### src/rtl/lsrc_pkg.sv
// ---------------------------------------------------------------------------
// lsrc_pkg: shared types, constants and functions
// Fixed-point log2 helpers and stage records for the log-scale rainbow
// colour map core.
// ---------------------------------------------------------------------------
package lsrc_pkg;

  localparam int FB     = 30;          // fraction bits of log2
  localparam int ZW     = FB + 1;      // squaring register, Q30 in [1,2)
  localparam int LW     = 40;          // signed log2 / difference width
  localparam int DW     = 50;          // division dividend width
  localparam int NSTEP  = FB;          // squaring steps
  localparam int QW     = 8;           // level width
  localparam int CFG_IW = 1;           // register index width

  localparam logic [CFG_IW-1:0] IDX_LOW_BOUND  = 1'b0;
  localparam logic [CFG_IW-1:0] IDX_HIGH_BOUND = 1'b1;

  localparam logic [31:0] LOW_BOUND_RESET  = 32'h42B4_0000;
  localparam logic [31:0] HIGH_BOUND_RESET = 32'h43C8_0000;
  localparam logic [31:0] POS_INF_BITS     = 32'h7F80_0000;

  typedef enum logic [2:0] {
    BND_LOAD,
    BND_SQUARE,
    BND_STORE,
    BND_SETTLE,
    BND_READY
  } bnd_state_t;

  typedef struct packed {
    logic                ok;
    logic [ZW-1:0]       z;
    logic signed [8:0]   e;
  } norm_t;

  typedef struct packed {
    logic [ZW-1:0] z;
    logic          bit_o;
  } sq_t;

  // bound results handed to the scaling stages
  typedef struct packed {
    logic                 ok;    // both bounds usable and distinct
    logic                 pos;   // hi above lo
    logic [LW-1:0]        den;   // magnitude of log2 hi - log2 lo
    logic signed [LW-1:0] llo;
  } bnd_t;

  typedef struct packed {
    logic [ZW-1:0]     z;
    logic [FB-1:0]     frac;
    logic signed [8:0] e;
    logic              inf;
    logic              bad;
    logic              eof;
  } lstage_t;

  typedef struct packed {
    logic                 inf;
    logic                 bad;
    logic                 eof;
    logic signed [LW-1:0] lx;
  } logv_t;

  typedef struct packed {
    logic [QW-1:0] level;
    logic          eof;
  } lvlv_t;

  // Split a single into a Q30 mantissa in [1,2) and an exponent.
  function automatic norm_t fp_norm(input logic [31:0] bits);
    norm_t       r;
    logic [7:0]  ex;
    logic [22:0] m;
    logic [23:0] mm;
    logic [4:0]  p;
    ex = bits[30:23];
    m  = bits[22:0];
    p  = 5'd0;
    for (int i = 0; i < 23; i++) begin
      if (m[i]) p = 5'(i);
    end
    if (ex == 8'd0) begin
      mm  = {1'b0, m} << (5'd23 - p);
      r.e = $signed({4'b0, p}) - 9'sd149;
    end else begin
      mm  = {1'b1, m};
      r.e = $signed({1'b0, ex}) - 9'sd127;
    end
    r.z  = {mm, 7'b0};
    r.ok = !bits[31] && (ex != 8'hFF) && (bits[30:0] != 31'd0);
    return r;
  endfunction

  // One squaring step: yields the next fraction bit of log2.
  function automatic sq_t sq_step(input logic [ZW-1:0] z);
    sq_t             r;
    logic [2*ZW-1:0] p;
    logic [31:0]     s;
    p = {{ZW{1'b0}}, z} * {{ZW{1'b0}}, z};
    s = p[2*FB+1:FB];
    if (s[31]) begin
      r.z     = s[31:1];
      r.bit_o = 1'b1;
    end else begin
      r.z     = s[30:0];
      r.bit_o = 1'b0;
    end
    return r;
  endfunction

  function automatic logic signed [LW-1:0] lg_join(input logic signed [8:0] e,
                                                   input logic [FB-1:0] f);
    return $signed({e[8], e, f});
  endfunction

endpackage

### src/rtl/lsrc_bound.sv
// ---------------------------------------------------------------------------
// lsrc_bound: bound registers and bound log2 sequencer
// Holds the two bound registers and works out their log2 difference with
// one shared squaring step, after reset and after every register write.
// ---------------------------------------------------------------------------
module lsrc_bound (
  input  logic                        clk,
  input  logic                        rst,
  input  logic                        cfg_write_en,
  input  logic [lsrc_pkg::CFG_IW-1:0] cfg_index,
  input  logic [31:0]                 cfg_data,
  output logic                        busy,
  output lsrc_pkg::bnd_t              bnd
);
  import lsrc_pkg::*;

  bnd_state_t           state, state_next;
  logic [31:0]          lo_bits, hi_bits;
  logic                 sel;
  logic [4:0]           cnt;
  logic [ZW-1:0]        z;
  logic [FB-1:0]        frac;
  logic signed [8:0]    e;
  logic                 cur_ok, lo_ok, hi_ok;
  logic signed [LW-1:0] llo, lhi;

  norm_t                ld;
  sq_t                  sq;
  logic signed [LW-1:0] lcur, diff;

  always_comb begin
    state_next = state;
    case (state)
      BND_LOAD:   state_next = BND_SQUARE;
      BND_SQUARE: if (cnt == 5'(NSTEP - 1)) state_next = BND_STORE;
      BND_STORE:  state_next = sel ? BND_SETTLE : BND_LOAD;
      BND_SETTLE: state_next = BND_READY;
      BND_READY:  state_next = BND_READY;
      default:    state_next = BND_LOAD;
    endcase
  end

  always_comb begin
    busy = (state != BND_READY);
    ld   = fp_norm(sel ? hi_bits : lo_bits);
    sq   = sq_step(z);
    lcur = lg_join(e, frac);
    diff = lhi - llo;
  end

  always_ff @(posedge clk) begin
    if (rst) begin
      state   <= BND_LOAD;
      sel     <= 1'b0;
      lo_bits <= LOW_BOUND_RESET;
      hi_bits <= HIGH_BOUND_RESET;
    end else if (cfg_write_en) begin
      // restart the sequence on any write
      state <= BND_LOAD;
      sel   <= 1'b0;
      case (cfg_index)
        IDX_LOW_BOUND:  lo_bits <= cfg_data;
        IDX_HIGH_BOUND: hi_bits <= cfg_data;
        default: ;
      endcase
    end else begin
      state <= state_next;
      if (state == BND_STORE) sel <= ~sel;
    end
  end

  always_ff @(posedge clk) begin
    case (state)
      BND_LOAD: begin
        z      <= ld.z;
        e      <= ld.e;
        cur_ok <= ld.ok;
        frac   <= '0;
        cnt    <= '0;
      end
      BND_SQUARE: begin
        z    <= sq.z;
        frac <= {frac[FB-2:0], sq.bit_o};
        cnt  <= cnt + 5'd1;
      end
      BND_STORE: begin
        if (sel) begin
          lhi   <= lcur;
          hi_ok <= cur_ok;
        end else begin
          llo   <= lcur;
          lo_ok <= cur_ok;
        end
      end
      BND_SETTLE: begin
        bnd.ok  <= lo_ok && hi_ok && (diff != '0);
        bnd.pos <= !diff[LW-1] && (diff != '0);
        bnd.den <= diff[LW-1] ? LW'(-diff) : LW'(diff);
        bnd.llo <= llo;
      end
      default: ;
    endcase
  end

endmodule

### config.mk
export PLATFORM = sky130hd
export DESIGN_NAME = lsrc_bound
export DESIGN_NICKNAME = d
export VERILOG_FILES = /design/src/rtl/lsrc_pkg.sv /design/src/rtl/lsrc_bound.sv
export SDC_FILE = /design/constraint.sdc
export NUM_CORES = 2
export LEC_CHECK = 0
export BUFFER_PORTS_ARGS = -buffer_cell sky130_fd_sc_hd__buf_2
export CAP_MARGIN = 10
export CORE_UTILIZATION = 65
export DETAILED_ROUTE_END_ITERATION = 8
export PLACE_DENSITY_LB_ADDON = 0.2
export SYNTH_ARGS = -nofsm -noshare
export SYNTH_HDL_FRONTEND = slang
export SYNTH_SLANG_ARGS = --single-unit
### constraint.sdc
create_clock -name clk -period 8.9 [get_ports clk]
set_input_delay 0 -clock clk [delete_from_list [all_inputs] [get_ports clk]]
set_output_delay 0 -clock clk [all_outputs]
set_load 0.01 [all_outputs]
# [Yosys cells after proc, flatten, opt, wreduce, memory -nomap -nowiden]
# Cells that the tools add are included.
# Widths: inputs -> output; s select.
[totals] register_bits=305 latchBits=0 ramBits=0 mem_bits_ro=0 out_inout_bits=83 n_memories=0
[op_classes] addsub=6 multipliers=1 div=0 order_cmp=0 n_eq_ne=8 shifts=1 muxes=33 bitwise_logic=2 n_reduce_logical=18
[op_table] operator="$mux 5" count=21
[op_table] operator="$mux 32" count=2
[op_table] operator="$mul 31x31->62" count=1
[op_table] operator="$pmux 31 s2" count=1
[op_table] operator="$pmux 30 s2" count=1
[op_table] operator="$neg 40->40" count=1
[op_table] operator="$reduce_bool 40->1" count=1
[op_table] operator="$sub 39x39->40" count=1
[op_table] operator="$mux 39" count=1
[op_table] operator="$reduce_bool 31->1" count=1
[op_table] operator="$mux 24" count=1
[op_table] operator="$shl 23x5->24" count=1
[op_table] operator="$pmux 3 s4" count=1
[op_table] operator="$pmux 5 s2" count=1
[op_table] operator="$mux 9" count=1
[op_table] operator="$sub 5x8->9 const B" count=1
[op_table] operator="$sub 8x7->9 const B" count=1
[op_table] operator="$logic_not 8->1" count=1
[op_table] operator="$ne 8x8->1 const B" count=1
[op_table] operator="$reduce_and 2->1" count=4
[op_table] operator="$eq 3x2->1 const B" count=2
[op_table] operator="$add 5x1->5 const B" count=1
[op_table] operator="$eq 5x5->1 const B" count=1
[op_table] operator="$logic_and 1x1->1" count=5
[op_table] operator="other kinds (13)" count=16

# [Logic depth before layout (Yosys ltp)]
[logic_depth] depth_word=27 mapped_depth=33

# [Worst setup path after synthesis]
# Ideal clock, no wire load.
[synth_timing] path_type="reg-to-reg" from="register z[9]" to="register z[13], data pin" setup_ps=270 t_arrival_ps=7583 t_required_ps=8630 setup_slack_ps=1047 stages_incl_launch_ff=31 path_buffers=5 synth_period_minus_slack_ps=7853 cell_sequence="edfxtp_1 -> clkbuf_1 -> clkbuf_1 -> nand2_1 -> fa_1 -> fa_1 -> inv_1 -> fa_1 -> inv_1 -> fa_1 -> inv_1 -> fa_1 -> fa_1 -> fa_1 -> inv_1 -> fa_1 -> inv_1 -> ha_1 -> clkbuf_1 -> a21oi_1 -> nor2_1 -> a211oi_1 -> nor3_1 -> nor3_1 -> a211oi_1 -> o211ai_1 -> and3_1 -> clkbuf_1 -> buf_2 -> mux2i_1 -> a21oi_1"
[synth_between] elab_chain_cells=3
[synth_rtl] element="from (decl)" line="lsrc_bound.sv:21" rtl="logic [ZW-1:0] z;"
[synth_rtl] element="from (signal assigned)" line="lsrc_bound.sv:75" rtl="z <= ld.z;"
[synth_rtl] element="from (signal assigned)" line="lsrc_bound.sv:82" rtl="z <= sq.z;"
[synth_rtl] element="$mul 31x31->62" line="lsrc_pkg.sv:101" rtl="p = {{ZW{1'b0}}, z} * {{ZW{1'b0}}, z};"
[synth_rtl] element="$mux 32" line="lsrc_pkg.sv:103" rtl="if (s[31]) begin"
[synth_rtl] element="$pmux 31 s2" line="lsrc_bound.sv:73" rtl="case (state)"
# Every way passes these cells.
# A chain may end at the register's enable or synchronous reset.

# [Worst setup path in the final report]
[layout_timing] from="register z[11]" to="register z[15], data pin"
# The elaborated chain is that of the path after synthesis.

==> results.yml <==
synth:
  async_flop_share: 0
  synth-seq-cells: 305
  synthTopCellsByArea: "fa_1 (35%), edfxtp_1 (16%), ha_1 (9.1%), inv_1 (8.8%), nand2_1 (4.6%)"
  synth_fp_nets: 5642
  synth_top_area_share: 0.345
  syn-cell-area_mm2: 0.0434
  ys_warn_count: 0
  yosys.area.top_type: "fa_1"
  yosysSeqAreaShare: 0.196
  synth-edff-count: 237
  ys_types: 84
  synth_ff_type: "edfxtp_1"
  synth_area_per_cell_um2: 9.55
  netlist_instances: 4542
setup_path:
  rrSetupSlack_ns: 0.38
  cp-start-kind: "flop"
  worstSetupPathType: "reg2reg"
  cp.required_ns: 9.20
  max_stage_delay_ns: 0.56
  cpMostUsedCell: "fa_1"
  cp_slowest_cell: "fa_1"
  r2r-start: "z[11]"
  crit_fanout: 10
  crit_path_end_kind: "flop"
  r2r_end: "z[15]"
  crit_start: "z[11]"
  worstPathArrival_ns: 8.81
  reg2reg_depth: 27
timing:
  tns_ns: 0
  period_needed_ns: 8.52
  setup_violations: 0
  rsz0062_at_grt: "no"
  tightest_slew_ns: 1.20
  fmax_ghz: 0.117
  skew_ns: 0.0215
  slew_violations: 0
  hold_viol_final: 0
  fin_crit_sh: 0.957
  maxSlewHeadroom: 0.202
worst_hold_path:
  holdPathStages: 5
  hp-class: "in2reg"
  hold_path_end: "lo_bits[19]"
  min_from: "cfg_index"
detailed_routing:
  routedWlPerCell_um: 19.7
  drc: 0
  drt-vias-per-instance: 5.78
  drtIter0Drc: 2370
  routed_wirelength_um: 109000
  final_antenna_net_count: 0
  firstDrtPassIters: 6
  num_vias: 32000
die:
  die_h_um: 260
  start_util: 0.658
  die-area_mm2: 0.0677
  core_mm2: 0.0659
  die_w_um: 260
  num_io_pins: 119
  num_rows: 94
global_route:
  antenna_found_initial: 2
  grt_pass1_vias: 33400
  overflow: 0
  grt_pass1_wl_um: 175000
  track_usage: 0.333
  grt_max_degree: 83
placed_design:
  dpl.cell_count: 5420
  place_area_mm2: 0.0451
  port_buffers: 118
  gp_congestion: 0.958
  dpl.hpwl_um: 88200
clock_network:
  clock_path_buffers: 3
  worstSkewPairLatency_ns: 0.58
  htree_levels: 1
  cts_tree: "built"
  cts_root_buf: "clkbuf_16"
  clk_pin_slew_worst_paths_ns: 0.07
  clkSinkCount: 305
  cts-buffers-inserted: 31
final_layout:
  fin_cells: 5538
  syn_to_final_growth_pct: 7.87
  stdcell_area_mm2: 0.0468
  drive_above_1_share: 0.0764
  finalNetCount: 5750
run:
  cap_violations: 0
run_status:
  status: "completed"
-- layout make-up --
class                      count  area, um^2
sequential                   305        8480
tap                          864        1080
inverter                    1019        3820
fill                        4989       19100
multi-input combinational   3028       30400
clock buffer                  41         886
clock inverter                15         130
timing repair buffer         265        2000
antenna                        1        2.50
-- metrics by stage --
| step | hold WS, ns | worst slack [ns] | util |
|---|---|---|---|
| finish | 0.0218 | 0.384 | 0.710 |
| global route | 0.0496 | 0.120 | 0.710 |
| CTS | 0.00911 | 0.206 | 0.705 |
| detailed placement | 0.238 | 0.238 | 0.684 |
| global placement | 0.225 | 0.200 | 0.684 |
| floorplan | 0.121 | 1.05 | - |
-- worst max-delay path, delay by kind of cell, from the launching register on --
kind | cells | cell delay [ns]
mux | 1 | 0.14
buf+inv | 7 | 0.67
compound gates | 8 | 2.25
flops | 1 | 0.55
fa+ha+maj | 9 | 4.34
simple gates | 1 | 0.14
xor+xnor | 1 | 0.13
-- worst max-delay path by stage --
stage          endpoint  depth (start not counted)  slack [ns]
2_1_floorplan     z[13]                         30        1.05
3_3_place_gp      z[22]                         25        0.20
3_5_place_dp      z[22]                         25        0.24
4_1_cts           z[22]                         26        0.21
5_1_grt           z[22]                         27        0.12
6_report          z[15]                         27        0.38
-- logic make-up (layout without fill, tap and decap cells) --
| logic type | count (synthesis) | count (layout) | share of synthesized area |
|---|---|---|---|
| and+or+nand+nor | 1165 | 1165 | 0.129 |
| muxes | 82 | 82 | 0.0196 |
| other | 0 | 1 | 0 |
| xor gates and xnor gates | 122 | 122 | 0.0248 |
| AOI/OAI and AO/OA | 595 | 595 | 0.0895 |
| DFF | 305 | 305 | 0.196 |
| adders and majority gates | 1064 | 1064 | 0.437 |
| buffers and inverters | 1209 | 1340 | 0.105 |
-- Yosys cell counts (8+ instances only) --
cell type / n
mux2i_1: 58
clkbuf_1: 169
nand3b_1: 18
nand3_1: 41
inv_1: 1017
mux2_2: 24
xor2_1: 46
dfxtp_1: 68
a31o_2: 8
edfxtp_1: 237
nand4_1: 27
a311oi_1: 8
ha_1: 316
nor3_1: 54
or4_1: 9
o21bai_1: 15
a221oi_1: 18
o21a_1: 18
fa_1: 748
nand2b_1: 10
a31oi_1: 26
o31ai_1: 11
o211ai_1: 44
o21ai_0: 104
and2_1: 201
o22ai_1: 14
or3_1: 17
a211oi_1: 28
nor3b_1: 11
nand2_1: 526
nor2b_1: 11
nor2_1: 148
buf_1: 8
a21o_1: 35
buf_2: 12
nor4_1: 13
a21oi_1: 183
xnor2_1: 75
or2_2: 17
and3_1: 45
-- sequential cells by signal, summed over array words and instances, names as in the netlist, 5 cells and up --
name,cells
z,31
cnt,5
lhi,39
lo_bits,32
e,9
frac,30
hi_bits,32
llo,39
bnd,81
-- placed cells by master (no fill, tap or decap), types with 15 or more instances in the layout --
cell              n
buf_2           118
mux2i_1          58
a31oi_1          25
inv_1          1017
buf_4            96
o21bai_1         15
dlygate4sd3_1    33
nand3_1          41
and2_1          200
a211oi_1         27
a221oi_1         18
or3_1            17
o21a_1           18
fa_1            748
or2_2            17
nand3b_1         18
a21oi_1         183
xor2_1           46
a21o_1           35
dfxtp_1          67
edfxtp_1        237
o21ai_0         103
ha_1            316
mux2_2           24
buf_12           18
nor2_1          147
xnor2_1          75
clkbuf_16        33
nand4_1          27
nor3_1           54
nand2_1         526
o211ai_1         44
and3_1           45
-- what timing repair did --
| action | 4_1_cts | 5_1_grt |
|---|---|---|
| gates resized for setup | 0 | 4 |
| setup endpoints to repair | 0 | 28 |
| hold buffers | 33 | 0 |
| setup buffers | 0 | 28 |
| endpoints found under the hold margin | 68 | 0 |
-- routing by layer --
metal,track usage,up-vias,wire [um]
li1,-,14600,-
met3,0.0441,252,7250
met1,0.435,16000,43300
met5,0,-,13
met2,0.567,1157,54000
met4,0.124,2,4740
Power is left out: the tool's default activity adds up to more than one toggle a clock period on the data nets, which glitch-free logic cannot reach.
