$ cat config.mk
export PLATFORM = sky130hd
export DESIGN_NAME = lsrc_div
export DESIGN_NICKNAME = d
export VERILOG_FILES = /design/src/rtl/lsrc_pkg.sv /design/src/rtl/lsrc_div.sv
export SDC_FILE = /design/constraint.sdc
export NUM_CORES = 2
export LEC_CHECK = 0
export BUFFER_PORTS_ARGS = -buffer_cell sky130_fd_sc_hd__buf_2
export CORE_MARGIN = 2
export CORE_UTILIZATION = 45
export CTS_CLUSTER_DIAMETER = 40
export DETAILED_ROUTE_END_ITERATION = 6
export PLACE_DENSITY = 0.6
export SYNTH_ARGS = -nofsm -noshare
export SYNTH_HDL_FRONTEND = slang
export SYNTH_SLANG_ARGS = --single-unit
$ cat constraint.sdc
create_clock -name clk -period 5.4 [get_ports clk]
set_clock_uncertainty 0.2 [all_clocks]
set_input_delay 0 -clock clk [delete_from_list [all_inputs] [get_ports clk]]
set_output_delay 0 -clock clk [all_outputs]
set_load 0.05 [all_outputs]
$ cat src/rtl/lsrc_pkg.sv
// ---------------------------------------------------------------------------
// lsrc_pkg: shared types, constants and functions
// Fixed-point log2 helpers and stage records for the log-scale rainbow
// colour map core.
// ---------------------------------------------------------------------------
package lsrc_pkg;

  localparam int FB     = 30;          // fraction bits of log2
  localparam int ZW     = FB + 1;      // squaring register, Q30 in [1,2)
  localparam int LW     = 40;          // signed log2 / difference width
  localparam int DW     = 50;          // division dividend width
  localparam int NSTEP  = FB;          // squaring steps
  localparam int QW     = 8;           // level width
  localparam int CFG_IW = 1;           // register index width

  localparam logic [CFG_IW-1:0] IDX_LOW_BOUND  = 1'b0;
  localparam logic [CFG_IW-1:0] IDX_HIGH_BOUND = 1'b1;

  localparam logic [31:0] LOW_BOUND_RESET  = 32'h42B4_0000;
  localparam logic [31:0] HIGH_BOUND_RESET = 32'h43C8_0000;
  localparam logic [31:0] POS_INF_BITS     = 32'h7F80_0000;

  typedef enum logic [2:0] {
    BND_LOAD,
    BND_SQUARE,
    BND_STORE,
    BND_SETTLE,
    BND_READY
  } bnd_state_t;

  typedef struct packed {
    logic                ok;
    logic [ZW-1:0]       z;
    logic signed [8:0]   e;
  } norm_t;

  typedef struct packed {
    logic [ZW-1:0] z;
    logic          bit_o;
  } sq_t;

  // bound results handed to the scaling stages
  typedef struct packed {
    logic                 ok;    // both bounds usable and distinct
    logic                 pos;   // hi above lo
    logic [LW-1:0]        den;   // magnitude of log2 hi - log2 lo
    logic signed [LW-1:0] llo;
  } bnd_t;

  typedef struct packed {
    logic [ZW-1:0]     z;
    logic [FB-1:0]     frac;
    logic signed [8:0] e;
    logic              inf;
    logic              bad;
    logic              eof;
  } lstage_t;

  typedef struct packed {
    logic                 inf;
    logic                 bad;
    logic                 eof;
    logic signed [LW-1:0] lx;
  } logv_t;

  typedef struct packed {
    logic [QW-1:0] level;
    logic          eof;
  } lvlv_t;

  // Split a single into a Q30 mantissa in [1,2) and an exponent.
  function automatic norm_t fp_norm(input logic [31:0] bits);
    norm_t       r;
    logic [7:0]  ex;
    logic [22:0] m;
    logic [23:0] mm;
    logic [4:0]  p;
    ex = bits[30:23];
    m  = bits[22:0];
    p  = 5'd0;
    for (int i = 0; i < 23; i++) begin
      if (m[i]) p = 5'(i);
    end
    if (ex == 8'd0) begin
      mm  = {1'b0, m} << (5'd23 - p);
      r.e = $signed({4'b0, p}) - 9'sd149;
    end else begin
      mm  = {1'b1, m};
      r.e = $signed({1'b0, ex}) - 9'sd127;
    end
    r.z  = {mm, 7'b0};
    r.ok = !bits[31] && (ex != 8'hFF) && (bits[30:0] != 31'd0);
    return r;
  endfunction

  // One squaring step: yields the next fraction bit of log2.
  function automatic sq_t sq_step(input logic [ZW-1:0] z);
    sq_t             r;
    logic [2*ZW-1:0] p;
    logic [31:0]     s;
    p = {{ZW{1'b0}}, z} * {{ZW{1'b0}}, z};
    s = p[2*FB+1:FB];
    if (s[31]) begin
      r.z     = s[31:1];
      r.bit_o = 1'b1;
    end else begin
      r.z     = s[30:0];
      r.bit_o = 1'b0;
    end
    return r;
  endfunction

  function automatic logic signed [LW-1:0] lg_join(input logic signed [8:0] e,
                                                   input logic [FB-1:0] f);
    return $signed({e[8], e, f});
  endfunction

endpackage

$ cat src/rtl/lsrc_div.sv
// ---------------------------------------------------------------------------
// lsrc_div: level scaling
// Forms the rounded ratio of log differences with a restoring divider,
// one quotient bit per stage, and applies the special cases.
// ---------------------------------------------------------------------------
module lsrc_div (
  input  logic            clk,
  input  logic            rst,
  input  logic            en,
  input  logic            in_valid,
  input  lsrc_pkg::logv_t in_data,
  input  lsrc_pkg::bnd_t  bnd,
  output logic            out_valid,
  output lsrc_pkg::lvlv_t out_data
);
  import lsrc_pkg::*;

  // numerator stage
  logic                 a_vld, a_inf, a_bad, a_eof;
  logic signed [LW-1:0] a_num;
  logic signed [LW-1:0] diff;

  assign diff = in_data.lx - bnd.llo;

  always_ff @(posedge clk) begin
    if (rst) a_vld <= 1'b0;
    else if (en) a_vld <= in_valid;
  end

  always_ff @(posedge clk) begin
    if (en) begin
      a_num <= bnd.pos ? diff : -diff;
      a_inf <= in_data.inf;
      a_bad <= in_data.bad;
      a_eof <= in_data.eof;
    end
  end

  // dividend stage and division stages
  logic          vld  [0:QW];
  logic [DW-1:0] rem  [0:QW];
  logic [DW-1:0] d2   [0:QW];
  logic [QW-1:0] q    [0:QW];
  logic          zero [0:QW];
  logic          sat  [0:QW];
  logic          inf  [0:QW];
  logic          bad  [0:QW];
  logic          eof  [0:QW];

  logic [DW-1:0] nu, den_w, dv, d2_w;

  always_comb begin
    nu    = {{(DW-LW){1'b0}}, a_num};
    den_w = {{(DW-LW){1'b0}}, bnd.den};
    dv    = (nu << 9) - (nu << 1) + den_w;   // 510 * num + den
    d2_w  = den_w << 1;
  end

  always_ff @(posedge clk) begin
    if (rst) vld[0] <= 1'b0;
    else if (en) vld[0] <= a_vld;
  end

  always_ff @(posedge clk) begin
    if (en) begin
      rem[0]  <= dv;
      d2[0]   <= d2_w;
      q[0]    <= '0;
      zero[0] <= a_num[LW-1] || (a_num == '0);
      sat[0]  <= (dv >= (d2_w << QW));
      inf[0]  <= a_inf;
      bad[0]  <= a_bad;
      eof[0]  <= a_eof;
    end
  end

  for (genvar k = 0; k < QW; k++) begin : g_div
    localparam int B = QW - 1 - k;
    logic [DW-1:0] dsh;
    logic          fits;
    logic [QW-1:0] qn;

    always_comb begin
      dsh   = d2[k] << B;
      fits  = (rem[k] >= dsh);
      qn    = q[k];
      qn[B] = fits;
    end

    always_ff @(posedge clk) begin
      if (rst) vld[k+1] <= 1'b0;
      else if (en) vld[k+1] <= vld[k];
    end

    always_ff @(posedge clk) begin
      if (en) begin
        rem[k+1]  <= fits ? rem[k] - dsh : rem[k];
        d2[k+1]   <= d2[k];
        q[k+1]    <= qn;
        zero[k+1] <= zero[k];
        sat[k+1]  <= sat[k];
        inf[k+1]  <= inf[k];
        bad[k+1]  <= bad[k];
        eof[k+1]  <= eof[k];
      end
    end
  end

  always_comb begin
    if (!bnd.ok)            out_data.level = '0;
    else if (inf[QW])       out_data.level = bnd.pos ? '1 : '0;
    else if (bad[QW])       out_data.level = '0;
    else if (zero[QW])      out_data.level = '0;
    else if (sat[QW])       out_data.level = '1;
    else                    out_data.level = q[QW];
    out_data.eof = eof[QW];
  end

  assign out_valid = vld[QW];

endmodule

# == After elaboration in Yosys (flattened, before gate mapping) ==
# Memory sizes are Yosys's and may differ from the RTL's.
# Index checks and enable logic that the tools add are counted.
# op_classes
addsub,12
n_lt_le_gt_ge,9
n_mux,30
bitwise,9
n_reduce_logical,2
# ops
cell,n
$ge 50x50->1,8
$mux 50,8
$sub 50x50->50,8
$add 50x40->50,1
$ge 50x49->1,1
$sub 49x41->50,1
$mux 8,6
$logic_not 40->1,1
$mux 40,1
$neg 40->40,1
$sub 40x40->40,1
$mux 1,15
$or 1x1->1,9
$logic_or 1x1->1,1
# totals
ff_bits,44
mem_bits_rw,1026
wordCells,76
memories,9
# memory_table
name,depth,width,rd,rd_ports_with_merged_regs,write_ports,line_no,rtl
d2,9,50,8,0,9,lsrc_div.sv:42,logic [DW-1:0] d2 [0:QW];
rem,9,50,8,0,9,lsrc_div.sv:41,logic [DW-1:0] rem [0:QW];
q,9,8,9,0,9,lsrc_div.sv:43,logic [QW-1:0] q [0:QW];
bad,9,1,9,0,9,lsrc_div.sv:47,logic bad [0:QW];
eof,9,1,9,0,9,lsrc_div.sv:48,logic eof [0:QW];
inf,9,1,9,0,9,lsrc_div.sv:46,logic inf [0:QW];
3 more memories,--,--,--,--,--,--,

# == Longest topological paths before layout ==
# An unclocked memory read counts as a cell.
# logic_depth
ltp_word,6
ltp_mapped,27
ltp_nobuf,26

# == Least setup slack after synthesis ==
# No wires, ideal clock.
# synth_path
path_type,flip-flop to flip-flop
start,register a_num[15]
end,memory sat[0][0] (data pin)
t_arrival_ps,5086
setup_slack_ps,-145
stages_incl_launch_ff,27
n_path_buf,1
period_less_slack_ps,5545
path_cell_list,edfxtp_1 -> inv_1 -> fa_1 -> inv_1 -> ha_1 -> clkbuf_1 -> a21o_1 -> a21o_1 -> a21o_1 -> a2111oi_0 -> o31ai_1 -> a31oi_1 -> o21ai_0 -> a21o_1 -> a21oi_1 -> xnor2_1 -> ha_1 -> a21o_1 -> a21o_1 -> a21oi_1 -> o21ai_0 -> a21o_1 -> a21oi_1 -> a21oi_1 -> a211oi_1 -> o211ai_1 -> a211o_1
# synth_rtl
item,line_no,rtl
"start, declared",lsrc_div.sv:20,logic signed [LW-1:0] a_num;
"start signal, assigned",lsrc_div.sv:32,a_num <= bnd.pos ? diff : -diff;
"end, declared",lsrc_div.sv:45,logic sat [0:QW];

==> run_results.csv <==
group,metric,value,unit
outcome,status,"complete, but fails checks",
outcome,violations,"setup timing",
worst_setup_path,startpoint_type,"flip-flop",
global_route,grt_overflow,0,
timing,finalHoldViolCount,0,
worst_setup_path,path_max_fanout,3,
timing,worst_slack,-0.162,ns
synthesis,yosysUniqueCellTypes,94,
power,peakVddDrop,0.323,mV
worst_setup_path,r2r_slack,-0.16,ns
cells_and_area,area_delta_synth_final,20.6,%
floorplan,ios,139,
flow_run,drv_cap,0,
worst_setup_path,cp_cell_sequence,"buf_4 > inv_1 > fa_1 > inv_1 > ha_1 > and3_4 > nand4_1 > or3_4 > a2bb2oi_4 > buf_4 > a31oi_1 > buf_4 > buf_4 > a21oi_2 > o211ai_1 > xnor2_1 > ha_1 > nand4_1 > nor4_1 > nand4_1 > or4_1 > or3_4 > o211ai_1 > a211o_1",
placement,gp_congestion,0.938,
synthesis,synth-edff-count,845,
routing,drt-initial-drc-count,2055,
floorplan,die_x,351,um
timing,worstMarginPinSlew,1.16,ns
synthesis,synth_area,54200,um^2
routing,viasPerCell,5.27,
synthesis,synth_flop_cell,"edfxtp_1",
placement,place_inst,7122,
floorplan,rows,127,
global_route,grt_pass1_vias,40100,
placement,dpl.hpwl,102000,um
cells_and_area,drive_above_1_share,13.4,%
worst_setup_path,cpMostUsedCell,"buf_4",
timing,grt_setup_unrepaired,"true",
routing,postRouteAntennaNets,0,
placement,placed_area,58300,um^2
placement,place_ws,-0.608,ns
power,cellPowerDensity,585,nW/um^2
global_route,track_usage,21.3,%
routing,routedWlPerCell,17.2,um
floorplan,die_h,351,um
timing,fin_crit_sh,103,%
clocking,cts_buffer_depth,3,
synthesis,ys_seq_elements,846,
worst_setup_path,path_class,"flip-flop to flip-flop",
worst_setup_path,cp-end-kind,"flip-flop",
clocking,cts-root-buf,"clkbuf_16",
worst_hold_path,hold_path_class,"primary input to flip-flop",
cells_and_area,final_cells,7584,
synthesis,syn_avg_cell_area,10.3,um^2
worst_setup_path,arrival,5.96,ns
global_route,grt_max_degree,162,
clocking,h-tree-depth,4,
timing,holdWs,0.0627,ns
routing,drc,0,
clocking,tritoncts,"built",
timing,slew_headroom,21.7,%
timing,fmax,180,MHz
synthesis,synth_cells,5265,
floorplan,dieArea,123000,um^2
clocking,clkLatencyLatePin,0.73,ns
timing,min_period,5.56,ns
cells_and_area,design_area,65300,um^2
worst_setup_path,required,5.80,ns
cells_and_area,final_nets,6490,
synthesis,syn_nets,5893,
routing,first_pass_iters,5,
clocking,numCtsBuffers,132,
placement,numPortBuffers,138,
synthesis,synth_warnings,0,
synthesis,async_flop_share,0,%
timing,maxSlewViolCount,0,
synthesis,synth_seq_area_share,46.9,%
timing,setup_viol_count_final,1,
global_route,antenna_found_initial,1,
clocking,cts.clk_slew.worst_paths,0.05,ns
worst_setup_path,slowest_stage,"fa_1",
floorplan,fp.coreArea,120000,um^2
routing,vias,40000,
power,p_leak,27.8,nW
global_route,grt_pass1_wl,207000,um
worst_setup_path,cpPeakStageDelay,0.49,ns
clocking,cts_sinks,846,
floorplan,start_util,45.3,%
routing,wl,131000,um
## path summary, 6_finish.rpt
check,startpoint,cells after the start,to
max,a_num[14],24,sat[0][0]
max reg2reg,a_num[14],24,sat[0][0]
min,bnd[24],6,a_num[24]
min reg2reg,inf[0][0],0,inf[0][1]
## per-layer routing
layer  part of all wire (%)  global-route usage [%]  vias to the layer above
met2                     51                    39.2                      762
met1                     40                    23.4                    18600
met5                      0                       0                        -
li1                       -                       -                    20300
met4                    5.7                    12.1                        0
met3                    3.0                    2.76                      294
## critical path: cells and delay by family (launching register included)
kind / cells / cell delay (ns)
AO/OA/AOI/OAI: 6 / 0.90
XOR/XNOR: 1 / 0.14
adder cells (fa/ha/maj): 3 / 1.10
buffers and inverters: 6 / 0.63
flip-flops: 1 / 0.42
AND/OR/NAND/NOR: 8 / 2.03
## through the flow
step | util (%) | power [W] | setup TNS [ns]
global placement | 48.8 | 0.0289 | -0.530
global route | 54.6 | 0.0410 | -0.376
floorplan | - | 0.0236 | 0
finish | 54.6 | 0.0382 | -0.162
CTS | 54.4 | 0.0381 | -0.258
detailed placement | 48.8 | 0.0291 | -0.608
## synthesized netlist by cell type, drive strengths merged, types with 13 or more instances
cell / count / area share [%]
nand4: 75 / 0.87
nand3: 81 / 0.75
a21oi: 515 / 4.8
inv: 624 / 4.3
edfxtp: 845 / 47
clkbuf: 94 / 0.65
nor2b: 55 / 0.64
ha: 459 / 11
and3: 39 / 0.45
buf: 39 / 0.36
o211ai: 21 / 0.30
a21boi: 18 / 0.25
o21bai: 64 / 0.89
o31ai: 37 / 0.53
fa: 40 / 1.5
o21a: 57 / 0.79
xnor2: 246 / 4.0
or3: 24 / 0.28
nor3: 60 / 0.56
or2: 13 / 0.15
a211oi: 35 / 0.50
nor4: 44 / 0.52
a2111oi: 20 / 0.42
mux2: 51 / 1.1
nand2: 342 / 2.4
o21ai: 323 / 3.0
nand2b: 42 / 0.49
xor2: 142 / 2.3
nor2: 353 / 2.4
and2: 29 / 0.33
a31oi: 43 / 0.50
nand4b: 13 / 0.21
a21o: 233 / 3.2
## area by class of cell
type	instances	area, um^2
antenna	5	12.5
clock buffer	150	3480
clock inverter	89	946
fill	10500	54300
inverter	625	2350
multi-input combinational	3661	26400
sequential	846	25400
tap	1612	2020
timing repair buffer	596	4790
## repair_timing
item                       in CTS  in global routing
hold buffers                  194                  0
pin swaps                      40                 69
hold endpoints to repair      549                  0
setup buffers                  13                 12
setup endpoints to repair       1                  1
gates resized for setup        54                 43
## cells in the final DEF (no fill, tap or decap), types with 140 or more instances in the layout
| master | netlist | layout |
|---|---|---|
| buf_4 | 2 | 246 |
| a21oi_1 | 512 | 494 |
| nand2_1 | 342 | 341 |
| xor2_1 | 142 | 140 |
| dlygate4sd3_1 | 0 | 194 |
| ha_1 | 459 | 451 |
| inv_1 | 623 | 617 |
| o21ai_0 | 304 | 292 |
| xnor2_1 | 246 | 242 |
| a21o_1 | 233 | 233 |
| nor2_1 | 353 | 349 |
| edfxtp_1 | 845 | 845 |
## state kept, by name, indices dropped and copies added (netlist names)
register and count:
q 36, inf 9, a_vld 1, zero 9, eof 9, d2 312
bad 9, a_eof 1, a_inf 1, a_bad 1, rem 400, sat 9
vld 9, a_num 40
## power by group
part	switching, W	internal [W]
Clock	0.00310	0.00523
Sequential	0.00109	0.0101
Combinational	0.0102	0.00851
Total	0.0144	0.0238
## cell families (layout without fill, tap and decap cells)
kind of cell | count (synthesis) | count (layout) | share of synthesized area (%)
adder cells (fa/ha/maj) | 499 | 499 | 12.1
multiplexers | 57 | 57 | 1.17
flip-flops | 846 | 846 | 46.9
AND/OR/NAND/NOR | 1223 | 1223 | 10.9
other | 0 | 5 | 0
buffers and inverters | 758 | 1460 | 5.34
AO/OA/AOI/OAI | 1494 | 1494 | 17.4
XOR/XNOR | 388 | 388 | 6.27
(Power assumes the default switching activity.)
