[src/rtl/lsrc_pkg.sv]
// ---------------------------------------------------------------------------
// lsrc_pkg: shared types, constants and functions
// Fixed-point log2 helpers and stage records for the log-scale rainbow
// colour map core.
// ---------------------------------------------------------------------------
package lsrc_pkg;

  localparam int FB     = 30;          // fraction bits of log2
  localparam int ZW     = FB + 1;      // squaring register, Q30 in [1,2)
  localparam int LW     = 40;          // signed log2 / difference width
  localparam int DW     = 50;          // division dividend width
  localparam int NSTEP  = FB;          // squaring steps
  localparam int QW     = 8;           // level width
  localparam int CFG_IW = 1;           // register index width

  localparam logic [CFG_IW-1:0] IDX_LOW_BOUND  = 1'b0;
  localparam logic [CFG_IW-1:0] IDX_HIGH_BOUND = 1'b1;

  localparam logic [31:0] LOW_BOUND_RESET  = 32'h42B4_0000;
  localparam logic [31:0] HIGH_BOUND_RESET = 32'h43C8_0000;
  localparam logic [31:0] POS_INF_BITS     = 32'h7F80_0000;

  typedef enum logic [2:0] {
    BND_LOAD,
    BND_SQUARE,
    BND_STORE,
    BND_SETTLE,
    BND_READY
  } bnd_state_t;

  typedef struct packed {
    logic                ok;
    logic [ZW-1:0]       z;
    logic signed [8:0]   e;
  } norm_t;

  typedef struct packed {
    logic [ZW-1:0] z;
    logic          bit_o;
  } sq_t;

  // bound results handed to the scaling stages
  typedef struct packed {
    logic                 ok;    // both bounds usable and distinct
    logic                 pos;   // hi above lo
    logic [LW-1:0]        den;   // magnitude of log2 hi - log2 lo
    logic signed [LW-1:0] llo;
  } bnd_t;

  typedef struct packed {
    logic [ZW-1:0]     z;
    logic [FB-1:0]     frac;
    logic signed [8:0] e;
    logic              inf;
    logic              bad;
    logic              eof;
  } lstage_t;

  typedef struct packed {
    logic                 inf;
    logic                 bad;
    logic                 eof;
    logic signed [LW-1:0] lx;
  } logv_t;

  typedef struct packed {
    logic [QW-1:0] level;
    logic          eof;
  } lvlv_t;

  // Split a single into a Q30 mantissa in [1,2) and an exponent.
  function automatic norm_t fp_norm(input logic [31:0] bits);
    norm_t       r;
    logic [7:0]  ex;
    logic [22:0] m;
    logic [23:0] mm;
    logic [4:0]  p;
    ex = bits[30:23];
    m  = bits[22:0];
    p  = 5'd0;
    for (int i = 0; i < 23; i++) begin
      if (m[i]) p = 5'(i);
    end
    if (ex == 8'd0) begin
      mm  = {1'b0, m} << (5'd23 - p);
      r.e = $signed({4'b0, p}) - 9'sd149;
    end else begin
      mm  = {1'b1, m};
      r.e = $signed({1'b0, ex}) - 9'sd127;
    end
    r.z  = {mm, 7'b0};
    r.ok = !bits[31] && (ex != 8'hFF) && (bits[30:0] != 31'd0);
    return r;
  endfunction

  // One squaring step: yields the next fraction bit of log2.
  function automatic sq_t sq_step(input logic [ZW-1:0] z);
    sq_t             r;
    logic [2*ZW-1:0] p;
    logic [31:0]     s;
    p = {{ZW{1'b0}}, z} * {{ZW{1'b0}}, z};
    s = p[2*FB+1:FB];
    if (s[31]) begin
      r.z     = s[31:1];
      r.bit_o = 1'b1;
    end else begin
      r.z     = s[30:0];
      r.bit_o = 1'b0;
    end
    return r;
  endfunction

  function automatic logic signed [LW-1:0] lg_join(input logic signed [8:0] e,
                                                   input logic [FB-1:0] f);
    return $signed({e[8], e, f});
  endfunction

endpackage

[src/rtl/lsrc_colour.sv]
// ---------------------------------------------------------------------------
// lsrc_colour: rainbow colour stages
// Level to hue, then hue to RGB by the six-sector rule; the second stage
// is the output register.
// ---------------------------------------------------------------------------
module lsrc_colour (
  input  logic            clk,
  input  logic            rst,
  input  logic            en,
  input  logic            in_valid,
  input  lsrc_pkg::lvlv_t in_data,
  output logic            out_valid,
  output logic [7:0]      level,
  output logic [7:0]      red,
  output logic [7:0]      green,
  output logic [7:0]      blue,
  output logic            frame_done
);
  import lsrc_pkg::*;

  localparam logic [2:0] SEC_RED_YELLOW  = 3'd0;
  localparam logic [2:0] SEC_YELLOW_GRN  = 3'd1;
  localparam logic [2:0] SEC_GRN_CYAN    = 3'd2;
  localparam logic [2:0] SEC_CYAN_BLUE   = 3'd3;

  // hue stage: hue = (8177 - 32*level) / 34 by reciprocal
  logic        h_vld, h_eof;
  logic [7:0]  h_hue, h_lvl;
  logic [12:0] v;
  logic [27:0] hp;

  always_comb begin
    v  = 13'd8177 - {in_data.level, 5'b0};
    hp = {15'b0, v} * 28'd30841;
  end

  always_ff @(posedge clk) begin
    if (rst) h_vld <= 1'b0;
    else if (en) h_vld <= in_valid;
  end

  always_ff @(posedge clk) begin
    if (en) begin
      h_hue <= hp[27:20];
      h_lvl <= in_data.level;
      h_eof <= in_data.eof;
    end
  end

  // sector and ramps
  logic [16:0] sp;
  logic [2:0]  sector;
  logic [7:0]  sm, r8;
  logic [5:0]  r, rf;
  logic [9:0]  tr, tf;
  logic [7:0]  rise, fall, red_n, green_n, blue_n;

  always_comb begin
    sp      = {9'b0, h_hue} * 17'd274;
    sector  = sp[16:14];
    sm      = {5'b0, sector} * 8'd60;
    r8      = h_hue - sm;
    r       = r8[5:0];
    rf      = 6'd60 - r;
    tr      = {4'b0, r} * 10'd17 + 10'd2;
    tf      = {4'b0, rf} * 10'd17 + 10'd2;
    rise    = tr[9:2];
    fall    = tf[9:2];
    case (sector)
      SEC_RED_YELLOW: begin red_n = 8'hFF; green_n = rise;  blue_n = 8'h00; end
      SEC_YELLOW_GRN: begin red_n = fall;  green_n = 8'hFF; blue_n = 8'h00; end
      SEC_GRN_CYAN:   begin red_n = 8'h00; green_n = 8'hFF; blue_n = rise;  end
      SEC_CYAN_BLUE:  begin red_n = 8'h00; green_n = fall;  blue_n = 8'hFF; end
      default:        begin red_n = rise;  green_n = 8'h00; blue_n = 8'hFF; end
    endcase
  end

  always_ff @(posedge clk) begin
    if (rst) out_valid <= 1'b0;
    else if (en) out_valid <= h_vld;
  end

  always_ff @(posedge clk) begin
    if (en) begin
      level      <= h_lvl;
      red        <= red_n;
      green      <= green_n;
      blue       <= blue_n;
      frame_done <= h_eof;
    end
  end

endmodule

[config.mk]
export PLATFORM = sky130hd
export DESIGN_NAME = lsrc_colour
export DESIGN_NICKNAME = d
export VERILOG_FILES = /design/src/rtl/lsrc_pkg.sv /design/src/rtl/lsrc_colour.sv
export SDC_FILE = /design/constraint.sdc
export NUM_CORES = 1
export LEC_CHECK = 0
export BUFFER_PORTS_ARGS = -buffer_cell sky130_fd_sc_hd__buf_2
export CAP_MARGIN = 20
export CELL_PAD_IN_SITES_DETAIL_PLACEMENT = 1
export CELL_PAD_IN_SITES_GLOBAL_PLACEMENT = 2
export CORE_MARGIN = 5
export CORE_UTILIZATION = 44
export DETAILED_ROUTE_END_ITERATION = 12
export GPL_TIMING_DRIVEN = 1
export PLACE_DENSITY_LB_ADDON = 0.1
export REMOVE_ABC_BUFFERS = 1
export SYNTH_ARGS = -nofsm -noshare
export SYNTH_HDL_FRONTEND = slang
export SYNTH_SLANG_ARGS = --single-unit
[constraint.sdc]
create_clock -name clk -period 12.6 [get_ports clk]
set_clock_uncertainty 0.05 [all_clocks]
set_input_delay 1.26 -clock clk [delete_from_list [all_inputs] [get_ports clk]]
set_output_delay 1.26 -clock clk [all_outputs]
set_load 0.02 [all_outputs]
=== Word-level counts from Yosys, hierarchy flattened ===
Index checks and enable logic that the tools add are counted.

* Bits in latches: 0
* Memories: 0
* Word-level logic and storage cells: 30
* Input bits: 13
* Bits in registers: 52
* ROM bits: 0
* Bits in writable memories: 0

* Bitwise logic cells: 0
* $add $sub $neg: 5
* $mul: 5
* Reduce and logical (&&, ||, !) cells: 4
* Equal/unequal tests: 3
* Divide/modulo/power cells: 0
* Shifts and indexed selects: 0
* $lt $le $gt $ge: 0
* Muxes and demuxes: 3

{| class="wikitable"
|+ Operators by type and width
! cell !! number
|-
| case mux 8 bit (3 select lines) || 2
|-
| multiplier 13 x 15 -> 28 bit, second input constant || 1
|-
| adder 10 x 2 -> 10 bit, second input constant || 2
|-
| multiplier 6 x 5 -> 10 bit, second input constant || 2
|-
| multiplier 8 x 8 -> 16 bit, second input constant || 1
|-
| case mux 8 bit (2 select lines) || 1
|-
| subtractor 13 bit, first input constant || 1
|-
| == test 3 x 2 -> 1 bit, second input constant || 2
|-
| OR reduction 2 bit || 3
|-
| subtractor 6 bit || 1
|-
| subtractor 6 bit, first input constant || 1
|-
| multiplier 3 x 4 -> 4 bit, second input constant || 1
|-
| == test 3 x 1 -> 1 bit, second input constant || 1
|-
| logical NOT 3 bit || 1
|}

=== Depth between registers and ports, before layout ===
* Depth in word-level cells: 7
* Depth in mapped cells: 26
* Gate-level depth less buffers: 26

=== Worst setup path after synthesis ===
No wires, ideal clock.

* Path kind: flip-flop to flip-flop
* Start point: register h_hue[0]
* End point: register green[6] (data pin)
* Buffers on the path: 1
* Arrival: 5.890 ns
* Slack: 6.400 ns
* Stages on the path, launching flop included: 27
* Library setup time: 0.261 ns
* Data required time: 12.289 ns
* Cells stage by stage: edfxtp_1 ha_1 ha_1 ha_1 ha_1 nand4_1 o21a_1 o211a_2 nor2_2 buf_2 nor2_1 fa_1 ha_1 inv_1 ha_1 a21oi_1 o21ai_1 xnor2_2 xnor2_2 ha_1 ha_1 a31o_2 a21oi_1 a21oi_1 xnor2_1 a221oi_1 nor2_1

* Word-level cells in the longest chain between the ends: 7
* Elaborated cells between the ends (all ways): 14
* Those cells by class: add/sub: 4; mul: 4; eq/ne: 3; mux: 1; reduce/logical: 2

{| class="wikitable"
|+ Ends and longest elaborated chain
! what !! RTL line !! source
|-
| start: declaration || lsrc_colour.sv:28 || <nowiki>logic [7:0] h_hue, h_lvl;</nowiki>
|-
| start signal: assignment || lsrc_colour.sv:44 || <nowiki>h_hue <= hp[27:20];</nowiki>
|-
| multiplier 8 x 8 -> 16 bit || lsrc_colour.sv:59 || <nowiki>sp = {9'b0, h_hue} * 17'd274;</nowiki>
|-
| multiplier 3 x 4 -> 4 bit || lsrc_colour.sv:61 || <nowiki>sm = {5'b0, sector} * 8'd60;</nowiki>
|-
| subtractor 6 bit || lsrc_colour.sv:62 || <nowiki>r8 = h_hue - sm;</nowiki>
|-
| subtractor 6 bit || lsrc_colour.sv:64 || <nowiki>rf = 6'd60 - r;</nowiki>
|-
| multiplier 6 x 5 -> 10 bit || lsrc_colour.sv:66 || <nowiki>tf = {4'b0, rf} * 10'd17 + 10'd2;</nowiki>
|-
| adder 10 x 2 -> 10 bit || lsrc_colour.sv:66 ||
|-
| case mux 8 bit (3 select lines) (*) || lsrc_colour.sv:69 || <nowiki>case (sector)</nowiki>
|-
| via green_n[6] || lsrc_colour.sv:56 || <nowiki>logic [7:0] rise, fall, red_n, green_n, blue_n;</nowiki>
|-
| end signal: assignment || lsrc_colour.sv:87 || <nowiki>green <= green_n;</nowiki>
|-
| end: declaration || lsrc_colour.sv:15 || <nowiki>output logic [7:0] green,</nowiki>
|}

The timed path passes the listed nets; every way through them passes the cells marked *.
A chain may end at the register's enable or synchronous reset.

=== Worst setup path after layout ===
* Start point: register h_hue[3]
* End point: register green[6] (data pin)

Same word-level chain as after synthesis.

==> metrics.md <==
| Metric | Value |
|---|---|
| Fmax | `about 140 MHz` |
| Total of cells resized after clock tree synthesis | `0` |
| Worst hold-check path type | `reg -> reg` |
| Number of violations of the max-capacitance limit | `0` |
| Result of the run | `finished clean` |
| Skew-Pair Late Insertion Delay | `0.29 ns` |
| Sequential-to-total area share from yosys stat | `between 30 and 40%` |
| Finish-stage setup viols | `0` |
| Total of fill cells in the finished design | `1,251` |
| Final Critical Period | `about 7.3 ns` |
| Count of yosys warnings during synthesis | `0` |
| Asr flop ratio synth | `0%` |
| Die outline area | `~14,000 um^2` |
| Root Buffer Master | `clkbuf_16` |
| Routability congestion estimate | `0.8483` |
| Mean routed wirelength per cell | `about 18 um` |
| Main area contributors after synthesis | `ha_1, edfxtp_1, fa_1` |
| Total iterations of the first detailed-routing run | `4` |
| Floorplan row count | `39` |
| Die X | `117.7 um` |
| Sink count of the clock tree | `52` |
| Critical path start-end classification | `reg -> reg` |
| Setup tns final | `0 ns` |
| Leftover overflow at the end of global routing | `0` |
| Crit path arrival time | `7.24 ns` |
| Worst-case clock buffer depth | `2` |
| Core area | `~11,000 um^2` |
| Detailed-route via count | `around 3,500` |
| Buffer count from post-CTS setup fixing | `0` |
| Global-route total usage across every layer | `around 17%` |
| Detailed-route wire length | `approximately 12,000 um` |
| Netlist area before placement | `between 5000 and 6000 um^2` |
| TritonCTS Buffers | `5` |
| Number of DRC markers after the initial detailed-route iteration | `approximately 180` |
| Via count of the first global-routing pass | `3,833` |
| Number of antenna violations at the first check in global routing | `0` |
| Length in cells of the worst reg-to-reg path | `24` |
| Number of enable flip-flop cells after synthesis | `50` |
| RSZ-0062 raised after global routing | `no` |
| Final number of hold-violating endpoints | `0` |
| DP Wirelength | `between 9000 and 10,000 um` |
| Maximum number of pins on one net before global-route repair | `53` |
| Standard cell with the maximum stage delay on the critical path | `nor2_2` |
| Slew at the pin closest to its max-slew limit | `between 0.9 and 1 ns` |
| Clk pin slew, worst setup/hold paths | `0.07 ns` |
| Die span in y | `117.7 um` |
| Area growth, synth to finish | `10.60%` |
| Ranking of synthesized cells by instance count | `ha_1, inv_1, edfxtp_1, a21oi_1, fa_1` |
| TritonCTS clock tree | `built` |
| Number of H-tree branching levels | `2` |
| Number of stages on the worst hold path | `0` |
| Number of nets in the layout | `673` |
| Kind of capture point of the worst setup path | `flop` |
| Number of standard cells after synthesis | `~460` |
| Final number of max-transition violations | `0` |
| Met3 wire length | `290 um` |
| Maximum cell stage delay along the critical path | `0.73 ns` |
| Post-DR vias/cell | `5.356` |
| Worst hold slack | `0.3735 ns` |
| Metal-1 WL | `5167 um` |
| Drc violations | `0` |
| Number of top-level pins | `47` |
| Crit-path max FO | `25` |
| CP cell instances | `ha_1, ha_1, ha_1, ha_1, and3_1, nand3_1, o211a_2, nor2_2, nor2_1, fa_1, ha_1, inv_1, ha_1, a21oi_1, o21ai_1, xnor2_2, ha_1, ha_1, a31oi_1, nor2b_1, o21ai_0, xnor2_1, a221oi_1, nor2_1` |
| Synthesized area per cell | `approximately 11 um^2` |
| Layout cell share with drive strength beyond 1 | `about an eighth` |
| Crit path top cell by count | `ha_1` |
| ANT nets after route | `0` |
| Yosys top cell area share | `29.68%` |
| Library cell with the largest summed area after synthesis | `ha_1` |
| Most repeated cell in the gate-level netlist after synthesis | `ha_1` |
| Met2 wire len | `between 5000 and 6000 um` |
| Final clock period utilization by the worst path | `between 50 and 60%` |
| Unique cell type count in the Yosys netlist | `between 40 and 50` |
| Initial Util | `~45%` |
| Headroom to the max-slew limit | `between 30% and 40%` |
| Seq cells post-synth | `52` |
| Top layer used by detailed routing | `met4` |
| Flip-flop cell with the highest count after synthesis | `edfxtp_1` |
| Count of input and output buffers | `46` |
| Critical Path Start Type | `flop` |
| Hold Buf Count CTS | `0` |
| Diodes inserted | `0` |
| Global-route wire length before repair | `about 19,000 um` |
| Critical Path RT | `12.55 ns` |
-- metal layers --
| layer | vias up | track usage (%) |
|---|---|---|
| met5 | - | 0 |
| met4 | 0 | 4.516 |
| met3 | 12 | 2.355 |
| met2 | 48 | 30.45 |
| met1 | 1717 | 20.89 |
| li1 | 1731 | - |
-- critical path: cells and delay by family, from the launching register on --
family | cells | cell delay, ns
simple gates | 6 | 1.45
compound gates | 6 | 1.44
flops | 1 | 0.48
xor+xnor | 2 | 0.49
fa+ha+maj | 9 | 3.06
buf+inv | 1 | 0.04
-- layout make-up --
type,instances,area (um^2),area share (%)
tap,143,178.9,3.171
timing repair buffer,47,237.7,4.214
multi-input combinational,335,3268,57.93
inverter,70,262.8,4.657
clock inverter,3,27.53,0.4879
clock buffer,5,125.1,2.218
sequential,52,1541,27.32
-- layout by cell type, fill, tap and decap left out, drive strengths merged, types with 2 or more instances in the layout --
| master | netlist | routed |
|---|---|---|
| a31o | 2 | 2 |
| xnor2 | 20 | 20 |
| o21ai | 23 | 23 |
| nor3 | 2 | 2 |
| clkbuf | 5 | 5 |
| a31oi | 4 | 4 |
| nand4 | 4 | 4 |
| nor2 | 22 | 22 |
| xor2 | 10 | 10 |
| a221oi | 5 | 5 |
| ha | 121 | 121 |
| o21bai | 4 | 4 |
| fa | 28 | 28 |
| nor2b | 3 | 3 |
| buf | 2 | 47 |
| edfxtp | 50 | 50 |
| a21oi | 29 | 29 |
| o22ai | 3 | 3 |
| inv | 70 | 71 |
| and2 | 2 | 2 |
| nand3 | 4 | 4 |
| and3 | 2 | 2 |
| or2 | 4 | 4 |
| dfxtp | 2 | 2 |
| nand2 | 13 | 13 |
| o211a | 2 | 2 |
| a211oi | 3 | 3 |
| a21o | 12 | 12 |
| mux2i | 2 | 2 |
-- through the flow --
stage	area [um^2]	setup WS (ns)	util (%)	cells
after floorplan	5072	6.134	-	457
after global placement	5489	5.578	48.28	647
after CTS	5642	5.347	49.62	655
after global routing	5642	4.979	49.62	655
final	5642	5.310	49.62	655
after detailed placement	5489	5.347	48.28	647
-- logic make-up after synthesis --
group,Yosys count,share of synthesized area [%]
adder cells (fa/ha/maj),149,40.67
buffers and inverters,77,5.715
XOR/XNOR,30,5.592
flip-flops,52,30.22
multiplexers,3,0.6132
AO/OA/AOI/OAI,93,11.55
AND/OR/NAND/NOR,60,5.642
-- sequential cells by signal (all words and copies together), names as in the netlist --
signal	count
h_eof	1
h_lvl	8
green	8
red	8
level	8
frame_done	1
h_vld	1
h_hue	8
out_valid	1
blue	8
-- worst paths after layout --
kind,startpoint,end,slack (ns)
worst max-delay path,h_hue[3],green[6],5.31
worst min-delay path,h_lvl[4],level[4],0.37
worst max register to register,h_hue[3],green[6],5.31
worst min register to register,h_lvl[4],level[4],0.37
Power is not shown: default switching activity piles up to over one toggle a cycle in this logic, so the estimate is an artifact.
